$ cat src/sv/dct_ram.sv
`timescale 1ns / 1ps

module dct_ram #(
	parameter int WIDTH = 8,
	parameter int DEPTH = 256,
	localparam int AW = $clog2(DEPTH)
) (
	input  logic             clk,
	input  logic             we,
	input  logic [AW-1:0]    waddr,
	input  logic [WIDTH-1:0] wdata,
	input  logic [AW-1:0]    raddr,
	output logic [WIDTH-1:0] rdata
);

	logic [WIDTH-1:0] mem [DEPTH];
	logic [WIDTH-1:0] rdata_q;

	// One write port and one registered read port.
	always_ff @(posedge clk) begin
		if (we) begin
			mem[waddr] <= wdata;
		end
		rdata_q <= mem[raddr];
	end

	assign rdata = rdata_q;

endmodule

$ cat config.mk
export PLATFORM = sky130hd
export DESIGN_NAME = dct_ram
export DESIGN_NICKNAME = d
export VERILOG_FILES = /design/src/sv/dct_ram.sv
export SDC_FILE = /design/constraint.sdc
export NUM_CORES = 2
export LEC_CHECK = 0
export BUFFER_PORTS_ARGS = -buffer_cell sky130_fd_sc_hd__buf_2
export CAP_MARGIN = 30
export CELL_PAD_IN_SITES_DETAIL_PLACEMENT = 0
export CELL_PAD_IN_SITES_GLOBAL_PLACEMENT = 1
export CORE_MARGIN = 1
export CORE_UTILIZATION = 58
export DETAILED_ROUTE_END_ITERATION = 7
export PLACE_DENSITY = 0.84
export REMOVE_ABC_BUFFERS = 1
export SYNTH_ARGS = -nofsm -noshare
export SYNTH_HDL_FRONTEND = slang
export SYNTH_SLANG_ARGS = --single-unit
$ cat constraint.sdc
create_clock -name clk -period 3.5 [get_ports clk]
set_clock_uncertainty 0.1 [all_clocks]
set_input_delay 0.175 -clock clk [delete_from_list [all_inputs] [get_ports clk]]
set_output_delay 0.175 -clock clk [all_outputs]
set_load 0.05 [all_outputs]
==> impl_metrics.env <==
export IMPL_synthCells=3733
export IMPL_seq_area_sq_um=61660
export IMPL_hold_ws_ps=53.18
export IMPL_run_status="finished clean"
export IMPL_tightestPinTransition_ps=1002
export IMPL_r2r_slack_ps=710
export IMPL_met2_usage_pct=44.41
export IMPL_clock_latency_ps=840
export IMPL_fin_crit_sh_pct=79.60
export IMPL_rr_endpoint="rdata[1]"
export IMPL_rsz0062_at_grt="no"
export IMPL_syn_cell_area_sq_um=79560
export IMPL_maxSlewHeadroom_pct=32.94
export IMPL_synth_distinct_cells=55
export IMPL_crit_path_end_kind="flop"
export IMPL_drive_gt1_share_pct=26.02
export IMPL_n_fill_cell=8420
export IMPL_cp_required_ps=4090
export IMPL_crit_fanout=1
export IMPL_grt_max_degree=128
export IMPL_p_per_area_nw_per_um2=557.4
export IMPL_synth_top_cell_area_share_pct=77.30
export IMPL_drtIter0Drc=5603
export IMPL_post_cts_buffers=0
export IMPL_min_to="mem[185][5]"
export IMPL_grtUsageTotal_pct=28.50
export IMPL_finalSetupViolCount=0
export IMPL_synthTopCellsByCount="edfxtp_1 (2,048), mux4_2 (454), nor2_1 (282), mux2i_1 (134), a22oi_1 (133)"
export IMPL_clockBufferDepth=3
export IMPL_seq_area_frac_synth_pct=77.50
export IMPL_busiest_layer="met2"
export IMPL_max_freq_ghz=0.3589
export IMPL_yosys_area_top_type="edfxtp_1"
export IMPL_vias=40380
export IMPL_synth_edf_count=2048
export IMPL_coreArea_sq_um=135800
export IMPL_reg2regPathDepth=6
export IMPL_cts_buffers=191
export IMPL_dp_hpwl_um=118800
export IMPL_drv_slew=0
export IMPL_hp_class="in -> reg"
export IMPL_post_drt_wl_per_cell_um=32.30
export IMPL_grt_use_met3_pct=5.960
export IMPL_gr_usage_met1_pct=40.64
export IMPL_antenna_found_initial=10
export IMPL_die_w_um=372.4
export IMPL_rows=135
export IMPL_timing_final_crit_period_ps=2786
export IMPL_grt_pass1_wl_um=279500
export IMPL_post_synth_top_count_cell="edfxtp_1"
export IMPL_rr_startpoint="mem[67][1]"
export IMPL_final_cell_count_no_fill=5998
export IMPL_routabilityCongestion=0.8839
export IMPL_die_h_um=372.4
export IMPL_synth_warnings=0
export IMPL_clk_pin_slew_ps=60
export IMPL_syn_avg_cell_area_sq_um=21.31
export IMPL_multiInputGateArea_sq_um=16480
export IMPL_critPathArrivalTime_ps=3380
export IMPL_htree_levels=4
export IMPL_wirelength_um=193700
export IMPL_grt_pass1_vias=39980
export IMPL_clock_sinks=2056
export IMPL_dieArea_sq_um=138700
export IMPL_p_leak_nw=28.23
export IMPL_synth_area_leaders="edfxtp_1 (77%), mux4_2 (13%), mux2i_1 (1.7%)"
export IMPL_worst_setup_path_start_kind="flop"
export IMPL_overflow=0
export IMPL_crit_slowest_cell="nor4_1"
export IMPL_final_antenna_net_count=0
export IMPL_dp_cells=5638
export IMPL_area_delta_synth_final_pct=12.71
export IMPL_hold_depth=1
export IMPL_cts_root_buf="clkbuf_16"
export IMPL_ir_drop_uv=393.1
export IMPL_start_util_pct=58.58
export IMPL_worstSetupStartpoint="mem[67][1]"
export IMPL_finalHoldViolations=0
export IMPL_yosys_most_used_dff="edfxtp_1"
export IMPL_first_pass_iters=6
export IMPL_io_buffers=33
export IMPL_ys_ff_latch=2056
export IMPL_min_from="wdata[5]"
export IMPL_nets=4091
export IMPL_synthArstFlopShare_pct=0
export IMPL_drv_max_cap_violation_count=0
export IMPL_io_pins=34
export IMPL_critPathMaxStageDelay_ps=700
export IMPL_cts_tree="built"
export IMPL_worstPathCellList="mux4_2 > mux4_2 > nor2b_1 > nor4_1 > buf_4 > nor4_1"
export IMPL_viasPerCell=6.731
export IMPL_drcViolationCount=0
export IMPL_critPathKind="reg -> reg"
==> kinds of logic (layout without fill, tap and decap cells) <==
| kind of cell | after synthesis | in the layout | synth area share (%) |
|---|---|---|---|
| AO/OA/AOI/OAI | 385 | 385 | 3.419 |
| buffers and inverters | 235 | 718 | 1.831 |
| flip-flops | 2056 | 2056 | 77.50 |
| multiplexers | 591 | 591 | 14.62 |
| other | 0 | 1 | 0 |
| AND/OR/NAND/NOR | 466 | 466 | 2.628 |
==> metrics by stage <==
stage | util (%) | worst slack (ps) | setup TNS [ps] | area, sq um | power (W)
after detailed placement | 61.47 | -102.0 | -102.0 | 83480 | 0.03027
after global routing | 66.03 | 699.4 | 0 | 89670 | 0.05111
after floorplan | - | 817.2 | 0 | 78110 | 0.02870
after global placement | 61.45 | -280.8 | -345.5 | 83450 | 0.03022
after CTS | 66.01 | 612.9 | 0 | 89640 | 0.05008
final | 66.03 | 713.9 | 0 | 89670 | 0.04998
==> worst max-delay path, delay by kind of cell (launching register included) <==
family | cells | cell delay (ps)
DFF | 1 | 370
buffers and inverters | 1 | 230
and+or+nand+nor | 3 | 910
muxes | 2 | 1020
==> worst max-delay path by stage <==
stage                     slack [ps]        to  cells after the start
after floorplan                  820  rdata[6]                      6
after global placement          -280  rdata[1]                     10
after detailed placement        -100  rdata[1]                     10
after CTS                        610  rdata[1]                      6
after global routing             700  rdata[1]                      7
final                            710  rdata[1]                      6
==> what timing repair did <==
item | CTS | global route
hold buffers | 12 | 0
gates resized for setup | 0 | 0
endpoints found under the hold margin | 550 | 0
==> layout by cell type (no fill, tap or decap), types with 24 or more instances in the layout <==
cell type / count
clkinv_2: 33
buf_4: 290
mux4_2: 454
buf_12: 34
clkbuf_1: 38
nor4_1: 24
clkbuf_16: 195
buf_2: 26
o22ai_1: 28
a21oi_1: 96
o221ai_1: 46
nor2_1: 279
nand2_1: 33
nand3_1: 34
nor2b_1: 28
a22oi_1: 133
mux2i_1: 134
edfxtp_1: 2048
clkinv_1: 43
==> where the power goes <==
group          switching [W]  internal [W]
registers          0.0000552        0.0271
logic                0.00169      0.000921
clock network        0.00888        0.0113
==> area by class of cell <==
cell class              count  area share, %
diodes                      1       0.002791
clock buffers             239          5.693
clock inverters           105          1.042
inverters                   2       0.008372
multi-input cells        1442          18.38
flip-flops and latches   2056          68.77
well taps                1781          2.485
repair buffers            372          3.622
==> metal layers <==
layer / vias to the layer above / part of all wire (%)
met5: - / 0.014
met4: 6 / 3.4
met3: 412 / 12
met2: 2686 / 48
met1: 20940 / 37
li1: 16330 / -
==> state kept, by name, summed over array words and instances (netlist names) <==
register	cells
rdata	8
mem	2048
Note: power is estimated with default switching activity, not from simulation.
