<file path="src/sv/dct_pkg.sv">
`timescale 1ns / 1ps

package dct_pkg;

	// Field and register widths.
	localparam int SPAN_W = 25;
	localparam int OBJ_W  = 32;
	localparam int FUNC_W = 2;
	localparam int IDX_W  = 8;
	localparam int CNT_W  = 9;
	localparam int CFG_AW = 1;
	localparam int CFG_DW = 32;

	// Request codes.
	localparam logic [FUNC_W-1:0] FN_MARK  = 2'd0;
	localparam logic [FUNC_W-1:0] FN_CLEAR = 2'd1;
	localparam logic [FUNC_W-1:0] FN_READ  = 2'd2;

	// Configuration register indexes.
	localparam logic [CFG_AW-1:0] REG_CHUNK_SPAN   = 1'd0;
	localparam logic [CFG_AW-1:0] REG_OBJECT_TOTAL = 1'd1;

	// Full-copy decision works on chunks of 16384 objects.
	localparam int TOTAL_ROUND = 16383;
	localparam int TOTAL_SHIFT = 14;

	localparam logic [SPAN_W-1:0] SPAN_RESET = 25'd16384;

	// Result of each iterative divider.
	typedef struct packed {
		logic             done;
		logic [OBJ_W-1:0]  quot;
		logic [SPAN_W-1:0] rem;
	} div_res_t;

endpackage

</file>
<file path="src/sv/dct_div.sv">
`timescale 1ns / 1ps

module dct_div (
	input  logic                      clk,
	input  logic                      arst_n,
	input  logic                      start,
	input  logic [dct_pkg::OBJ_W-1:0]  num,
	input  logic [dct_pkg::SPAN_W-1:0] den,
	output dct_pkg::div_res_t         res
);
	import dct_pkg::*;

	localparam int STEP_W = $clog2(OBJ_W);

	logic              run_q;
	logic              done_q;
	logic [STEP_W-1:0] step_q;
	logic [OBJ_W-1:0]  quot_q;
	logic [SPAN_W-1:0] rem_q;
	logic [SPAN_W:0]   trial;
	logic              fits;

	// One restoring step: shift in the next numerator bit and try the subtract.
	always_comb begin
		trial = {rem_q, quot_q[OBJ_W-1]};
		fits  = (trial >= {1'b0, den});
	end

	// Iterates one quotient bit per cycle and pulses done after the last one.
	always_ff @(posedge clk or negedge arst_n) begin
		if (!arst_n) begin
			run_q  <= 1'b0;
			done_q <= 1'b0;
			step_q <= '0;
			quot_q <= '0;
			rem_q  <= '0;
		end else begin
			done_q <= 1'b0;
			if (start) begin
				run_q  <= 1'b1;
				step_q <= '0;
				quot_q <= num;
				rem_q  <= '0;
			end else if (run_q) begin
				quot_q <= {quot_q[OBJ_W-2:0], fits};
				rem_q  <= fits ? SPAN_W'(trial - {1'b0, den}) : trial[SPAN_W-1:0];
				step_q <= step_q + 1'b1;
				if (step_q == STEP_W'(OBJ_W - 1)) begin
					run_q  <= 1'b0;
					done_q <= 1'b1;
				end
			end
		end
	end

	assign res.done = done_q;
	assign res.quot = quot_q;
	assign res.rem  = rem_q;

endmodule

</file>
<file path="config.mk">
export PLATFORM = sky130hd
export DESIGN_NAME = dct_div
export DESIGN_NICKNAME = d
export VERILOG_FILES = /design/src/sv/dct_pkg.sv /design/src/sv/dct_div.sv
export SDC_FILE = /design/constraint.sdc
export NUM_CORES = 1
export LEC_CHECK = 0
export ABC_AREA = 1
export BUFFER_PORTS_ARGS = -buffer_cell sky130_fd_sc_hd__buf_2
export CAP_MARGIN = 20
export CORE_UTILIZATION = 37
export DETAILED_ROUTE_END_ITERATION = 8
export PLACE_DENSITY = 0.55
export SKIP_LAST_GASP = 1
export SLEW_MARGIN = 15
export SYNTH_ARGS = -nofsm -noshare
export SYNTH_HDL_FRONTEND = slang
export SYNTH_SLANG_ARGS = --single-unit
</file>
<file path="constraint.sdc">
create_clock -name clk -period 2.4 [get_ports clk]
set_clock_uncertainty 0.05 [all_clocks]
set_input_delay 0.36 -clock clk [delete_from_list [all_inputs] [get_ports clk]]
set_output_delay 0.36 -clock clk [all_outputs]
set_load 0.01 [all_outputs]
</file>
==> results_dict.tcl, run 1 <==
set metrics [dict create \
    hold_viol_final 0 \
    cp_max_fo 8 \
    netlist_cell_types 34 \
    ctsLongestPathBuffers 2 \
    drive_gt1_share_pct 21.97 \
    worst_ep_required_time_ps 2580 \
    number_of_nets_produced_by_synthesis 870 \
    clk_latency_ps 340 \
    setup_viol_count_final 0 \
    gpl.final_weighted_congestion 0.9038 \
    worstMarginPinSlew_ps 522.0 \
    slew-limit-headroom_pct 65.12 \
    postSynthRegisterBits 64 \
    grtUsageTotal_pct 21.88 \
    yosysSeqAreaShare_pct 31.34 \
    ys_warn_count 0 \
    iter_0_drt_violations 373 \
    globalRoute.totalOverflow 0 \
    die_area_sq_um 14290 \
    tritoncts.num_buffers 9 \
    antenna_found_initial 0 \
    avgViaCountPerCell 4.795 \
    syn_inst 782 \
    wl_per_cell_um 13.51 \
    die_width_um 119.5 \
    postLayoutCoreUtil_pct 47.66 \
    port_bufs 117 \
    ioPinCount 118 \
    grt_setup_unrepaired "false" \
    synth_largest_type_area_fraction_pct 31.34 \
    core-area_sq_um 13350 \
    routed-via-count 5231 \
    drt_drc_violations_left 0 \
    dp.final_hpwl_um 11140 \
    final_period_minus_worst_setup_slack_ps 2255 \
    post-route-period-util_pct 93.94 \
    clock_tree.htree_level_count 3 \
    ys.flop_type "sky130_fd_sc_hd__dfrtp_1" \
    start_util_pct 38.28 \
    post-synth-top-count-cell "sky130_fd_sc_hd__nand2_1" \
    status "complete, no violations" \
    dr.pass1.iters 5 \
    row_count 42 \
    hold_path.class "in2reg" \
    setup.worst_path.end_class "flip-flop" \
    clock-sinks 64 \
    fin_nets 998 \
    areaGrowthSynthToFinish_pct 24.49 \
    yosys-top-cells-count "sky130_fd_sc_hd__nand2_1, sky130_fd_sc_hd__inv_1, sky130_fd_sc_hd__dfrtp_1" \
    achievable-frequency_mhz 443.5 \
    vdd_drop_max_mv 0.4129 \
    critical_path_at_ps 2440 \
    finalWirelength_um 14740 \
    power.density_nw_per_um2 1118 \
    synth_enable_flop_cells 0 \
    hold-worst-slack_ps 189.1 \
    first_global_vias 5133 \
    synth_area_per_cell_sq_um 6.534 \
    ys_async_sr_fraction_pct 100.0 \
    final-seq-area_sq_um 1602 \
    cap_viol_max_count 0 \
    mappedNetlistArea_sq_um 5110 \
    clock_tree_from_tritoncts "yes" \
    die-height_um 119.5 \
    criticalPathCategory "reg2reg" \
    synth_top_area_cell "sky130_fd_sc_hd__dfrtp_1" \
    grt_first_pass_wirelength_um 24660 \
    timing.setup.tns_ps 0 \
    antenna_diode_count 0 \
    slew_viol_final 0 \
    clock-root-buffer "sky130_fd_sc_hd__clkbuf_16" \
    n_fill_cell 1436 \
    antenna_left 0 \
    grt_max_degree 65 \
    startpoint_type_of_the_worst_setup_path "flip-flop" \
    netlist_top_cells_area "sky130_fd_sc_hd__dfrtp_1, sky130_fd_sc_hd__nand2_1, sky130_fd_sc_hd__inv_1" \
    multi_input_area_sq_um 2858 \
    clk_pin_slew_worst_paths_ps 60 \
    cellLeakagePower_nw 3.773 \
]
sequential cells by signal, indices dropped and copies added, names as in the netlist:
signal,cells
quot_q,32
rem_q,25
step_q,5
done_q,1
run_q,1
final timing paths:
kind                       startpoint          to  slack (ps)  cells past startpoint
max in group asynchronous      arst_n   step_q[3]        1490                      3
max reg2reg                quot_q[31]   rem_q[24]         150                     12
min reg2reg                 quot_q[8]   quot_q[9]         460                      2
min                           num[31]  quot_q[31]         190                      3
min in group asynchronous      arst_n  quot_q[28]         510                      3
max                        quot_q[31]   rem_q[24]         150                     12
cell usage in the layout (no fill, tap or decap), drive strengths merged, types with 15 or more instances in the layout:
cell,Yosys,final
a21oi,15,15
a22oi,31,31
buf,12,141
dfrtp,64,64
ha,27,27
inv,142,143
nand2,331,331
nand3,49,49
nand4,31,31
nor2,36,36
cells by family after synthesis:
family | Yosys count | share of synthesized area, %
fa+ha+maj | 28 | 7.003
simple gates | 461 | 39.64
xor+xnor | 10 | 1.714
flops | 64 | 31.34
compound gates | 52 | 7.125
buf+inv | 167 | 13.17
worst max-delay path, stage by stage, from the launching register on:
cell and delay [ps]:
sky130_fd_sc_hd__dfrtp_1 400, sky130_fd_sc_hd__inv_1 100, sky130_fd_sc_hd__ha_1 210, sky130_fd_sc_hd__fa_1 400
sky130_fd_sc_hd__inv_1 120, sky130_fd_sc_hd__nand3_1 80, sky130_fd_sc_hd__nand3_1 120, sky130_fd_sc_hd__nand2_2 110
sky130_fd_sc_hd__nand3_4 170, sky130_fd_sc_hd__buf_4 210, sky130_fd_sc_hd__nand2_1 70, sky130_fd_sc_hd__nand3_1 60
sky130_fd_sc_hd__nand2_1 50
area by class of cell:
class                      count  area share [%]
inverter                     142           8.379
sequential                    64           25.18
clock inverter                 4           1.200
multi-input combinational    551           44.93
clock buffer                  12           3.875
timing repair buffer         142           12.98
tap                          176           3.462
repair_timing:
| item | in CTS | in global routing |
|---|---|---|
| resized for setup | 0 | 3 |
| hold endpoints to repair | 27 | 0 |
| setup buffers | 0 | 0 |
| endpoints found under the setup margin | 0 | 7 |
| hold buffers | 1 | 0 |
layer usage:
metal,track usage [%],up-vias,wire length (um)
met5,0,-,0
met3,5.133,15,889
li1,-,2688,-
met2,34.47,140,6559
met1,29.77,2388,7095
met4,6.328,0,195
per-stage QoR:
step,worst slack (ps),cell area (sq um),total power (W),cells
2_1_floorplan,348.8,5110,0.004508,782
3_3_place_gp,131.7,6021,0.005639,1074
3_5_place_dp,114.7,6021,0.005647,1074
4_1_cts,116.2,6354,0.007162,1091
5_1_grt,6.431,6361,0.007752,1091
6_report,145.4,6361,0.007113,1091
power by group:
group | switching, W | internal, W | total, W
logic | 0.00248 | 0.00154 | 0.00402
registers | 0.000270 | 0.00135 | 0.00162
clock network | 0.000529 | 0.000943 | 0.00147
total | 0.00328 | 0.00384 | 0.00711
Note: power is estimated with default switching activity, not from simulation.
==> run 2: changes to the inputs <==
--- a/config.mk
+++ b/config.mk
@@ -8,9 +8,10 @@
 export ABC_AREA = 1
 export BUFFER_PORTS_ARGS = -buffer_cell sky130_fd_sc_hd__buf_2
 export CAP_MARGIN = 20
-export CORE_UTILIZATION = 37
+export CORE_MARGIN = 2
+export CORE_UTILIZATION = 36
 export DETAILED_ROUTE_END_ITERATION = 8
-export PLACE_DENSITY = 0.55
+export PLACE_DENSITY = 0.54
 export SKIP_LAST_GASP = 1
 export SLEW_MARGIN = 15
 export SYNTH_ARGS = -nofsm -noshare
==> run 2 against run 1 <==
Setup slack better by 53 ps. Die area grew 6.1%. Core utilization shrank 2.0 points. Sequential power about the same. Non-clock buffer count is 4 lower. Register-to-register slack better by 50 ps. Critical path depth up 2. Total power decreased by 0.12%. Flip-flop and latch count unchanged. Largest cell class unchanged. Largest power group unchanged. Highest routed layer unchanged.
==> results_dict.tcl, run 2 (synthesized netlist as in run 1, its figures left out) <==
set metrics [dict create \
    clock_tree_from_tritoncts "yes" \
    status "complete, no violations" \
    tritoncts.num_buffers 9 \
    achievable-frequency_mhz 454.2 \
    criticalPathCategory "reg2reg" \
    vdd_drop_max_mv 0.5306 \
    dp.final_hpwl_um 11220 \
    layout_common_cells "sky130_fd_sc_hd__nand2_1, sky130_fd_sc_hd__inv_1, sky130_fd_sc_hd__buf_2" \
    hold_viol_final 0 \
    dr.pass1.iters 4 \
    n_fill_cell 1563 \
    critical_path_at_ps 2380 \
    fin_nets 994 \
    postLayoutCoreUtil_pct 45.67 \
    wl_per_cell_um 13.26 \
    antenna_found_initial 0 \
    cap_viol_max_count 0 \
    setup_viol_count_final 0 \
    clock_tree.htree_level_count 3 \
    multi_input_area_sq_um 2853 \
    drive_gt1_share_pct 21.62 \
    final_period_minus_worst_setup_slack_ps 2201 \
    globalRoute.totalOverflow 0 \
    start_util_pct 36.81 \
    die_area_sq_um 15160 \
    layout.cells.most_common "sky130_fd_sc_hd__nand2_1" \
    grtUsageTotal_pct 20.61 \
    startpoint_type_of_the_worst_setup_path "flip-flop" \
    final-seq-area_sq_um 1602 \
    cp_max_fo 4 \
    clk_pin_slew_worst_paths_ps 60 \
    pre_cts_ws_ps 109.3 \
    largest_reg_flops 32 \
    die-height_um 123.1 \
    clock-sinks 64 \
    finalWirelength_um 14470 \
    avgViaCountPerCell 4.649 \
    antenna_diode_count 0 \
    drt_drc_violations_left 0 \
    die_width_um 123.1 \
    post-cts-setup-buffers 0 \
    ioPinCount 118 \
    cellLeakagePower_nw 3.759 \
    iter_0_drt_violations 205 \
    ctsLongestPathBuffers 2 \
    worst_ep_required_time_ps 2580 \
    power.density_nw_per_um2 1121 \
    power_w 0.007105 \
    clock-root-buffer "sky130_fd_sc_hd__clkbuf_16" \
    hold_path.class "in2reg" \
    postLayoutSetupSlackWorst_ps 198.5 \
    grt_setup_unrepaired "true" \
    first_global_vias 4935 \
    worstMarginPinSlew_ps 586.3 \
    antenna_left 0 \
    max_flop_register "quot_q" \
    row_count 43 \
    port_bufs 117 \
    hold-worst-slack_ps 194.8 \
    core-area_sq_um 13880 \
    grt_first_pass_wirelength_um 24290 \
    setup.worst_path.end_class "flip-flop" \
    clk_latency_ps 340 \
    post-route-period-util_pct 91.73 \
    areaGrowthSynthToFinish_pct 24.07 \
    layout_top_registers "quot_q: 32 flops, rem_q: 25 flops, step_q: 5 flops" \
    slew_viol_final 0 \
    gpl.final_weighted_congestion 0.8989 \
    grt_max_degree 42 \
    routed-via-count 5072 \
    slew-limit-headroom_pct 60.91 \
]
[run 2: changes by cell type in the layout (fill, tap and decap cells not counted), sizes merged]
cell	change
clkbuf	-3
inv	+1
buf	-4
clkinv	+2
[run 2: per-stage QoR]
step	instance area, sq um	TNS, ps	std cells
2_1_floorplan	5110	0	782
3_3_place_gp	5996	0	1074
3_5_place_dp	5996	0	1074
4_1_cts	6334	0	1091
5_1_grt	6340	-15.38	1091
6_report	6340	0	1091
[run 2: metal layers]
layer  global-route usage, %  wire, um  share of wire (%)  vias up
met5                       0         0                  0        -
met3                   5.397       759                5.2       10
met1                   27.74      6859                 47     2263
met2                   32.86      6680                 46      108
met4                   5.327       173                1.2        0
li1                        -         -                  -     2691
[run 2: timing repair]
item | in CTS | in global routing
endpoints found under the hold margin | 23 | 0
setup endpoints to repair | 0 | 4
hold buffers | 1 | 0
gates resized for setup | 0 | 2
[run 2: path summary, 6_finish.rpt]
check	depth (start not counted)	end	slack (ps)	startpoint
max	14	rem_q[12]	200	quot_q[31]
max reg2reg	14	rem_q[12]	200	quot_q[31]
max in group asynchronous	3	quot_q[13]	1170	arst_n
min	3	quot_q[31]	190	num[31]
min reg2reg	2	quot_q[3]	450	quot_q[2]
min in group asynchronous	2	rem_q[8]	500	arst_n
[run 2: layout make-up]
class / count / area share, %
Sequential cell: 64 / 25.26
Inverter: 142 / 8.407
Multi-Input combinational cell: 551 / 45.00
Timing Repair Buffer: 138 / 12.61
Clock buffer: 9 / 3.552
Tap cell: 180 / 3.552
Clock inverter: 7 / 1.618
[run 2: critical path: stages, from the launching register on]
cell	delay, ps
sky130_fd_sc_hd__dfrtp_1	380
sky130_fd_sc_hd__inv_1	70
sky130_fd_sc_hd__ha_1	200
sky130_fd_sc_hd__fa_1	400
sky130_fd_sc_hd__inv_1	130
sky130_fd_sc_hd__nand2_1	60
sky130_fd_sc_hd__nand2_1	80
sky130_fd_sc_hd__nand3_1	80
sky130_fd_sc_hd__nand2_2	140
sky130_fd_sc_hd__nand2_1	60
sky130_fd_sc_hd__nand2_1	90
sky130_fd_sc_hd__xor2_1	160
sky130_fd_sc_hd__nand2_1	60
sky130_fd_sc_hd__nand3_1	70
sky130_fd_sc_hd__nand2_1	50
[run 2: power breakdown]
group | total [W] | switching (W) | internal (W)
sequential | 0.00163 | 0.000276 | 0.00135
clock | 0.00148 | 0.000561 | 0.000921
combinational | 0.00400 | 0.00242 | 0.00157
total | 0.00710 | 0.00326 | 0.00384
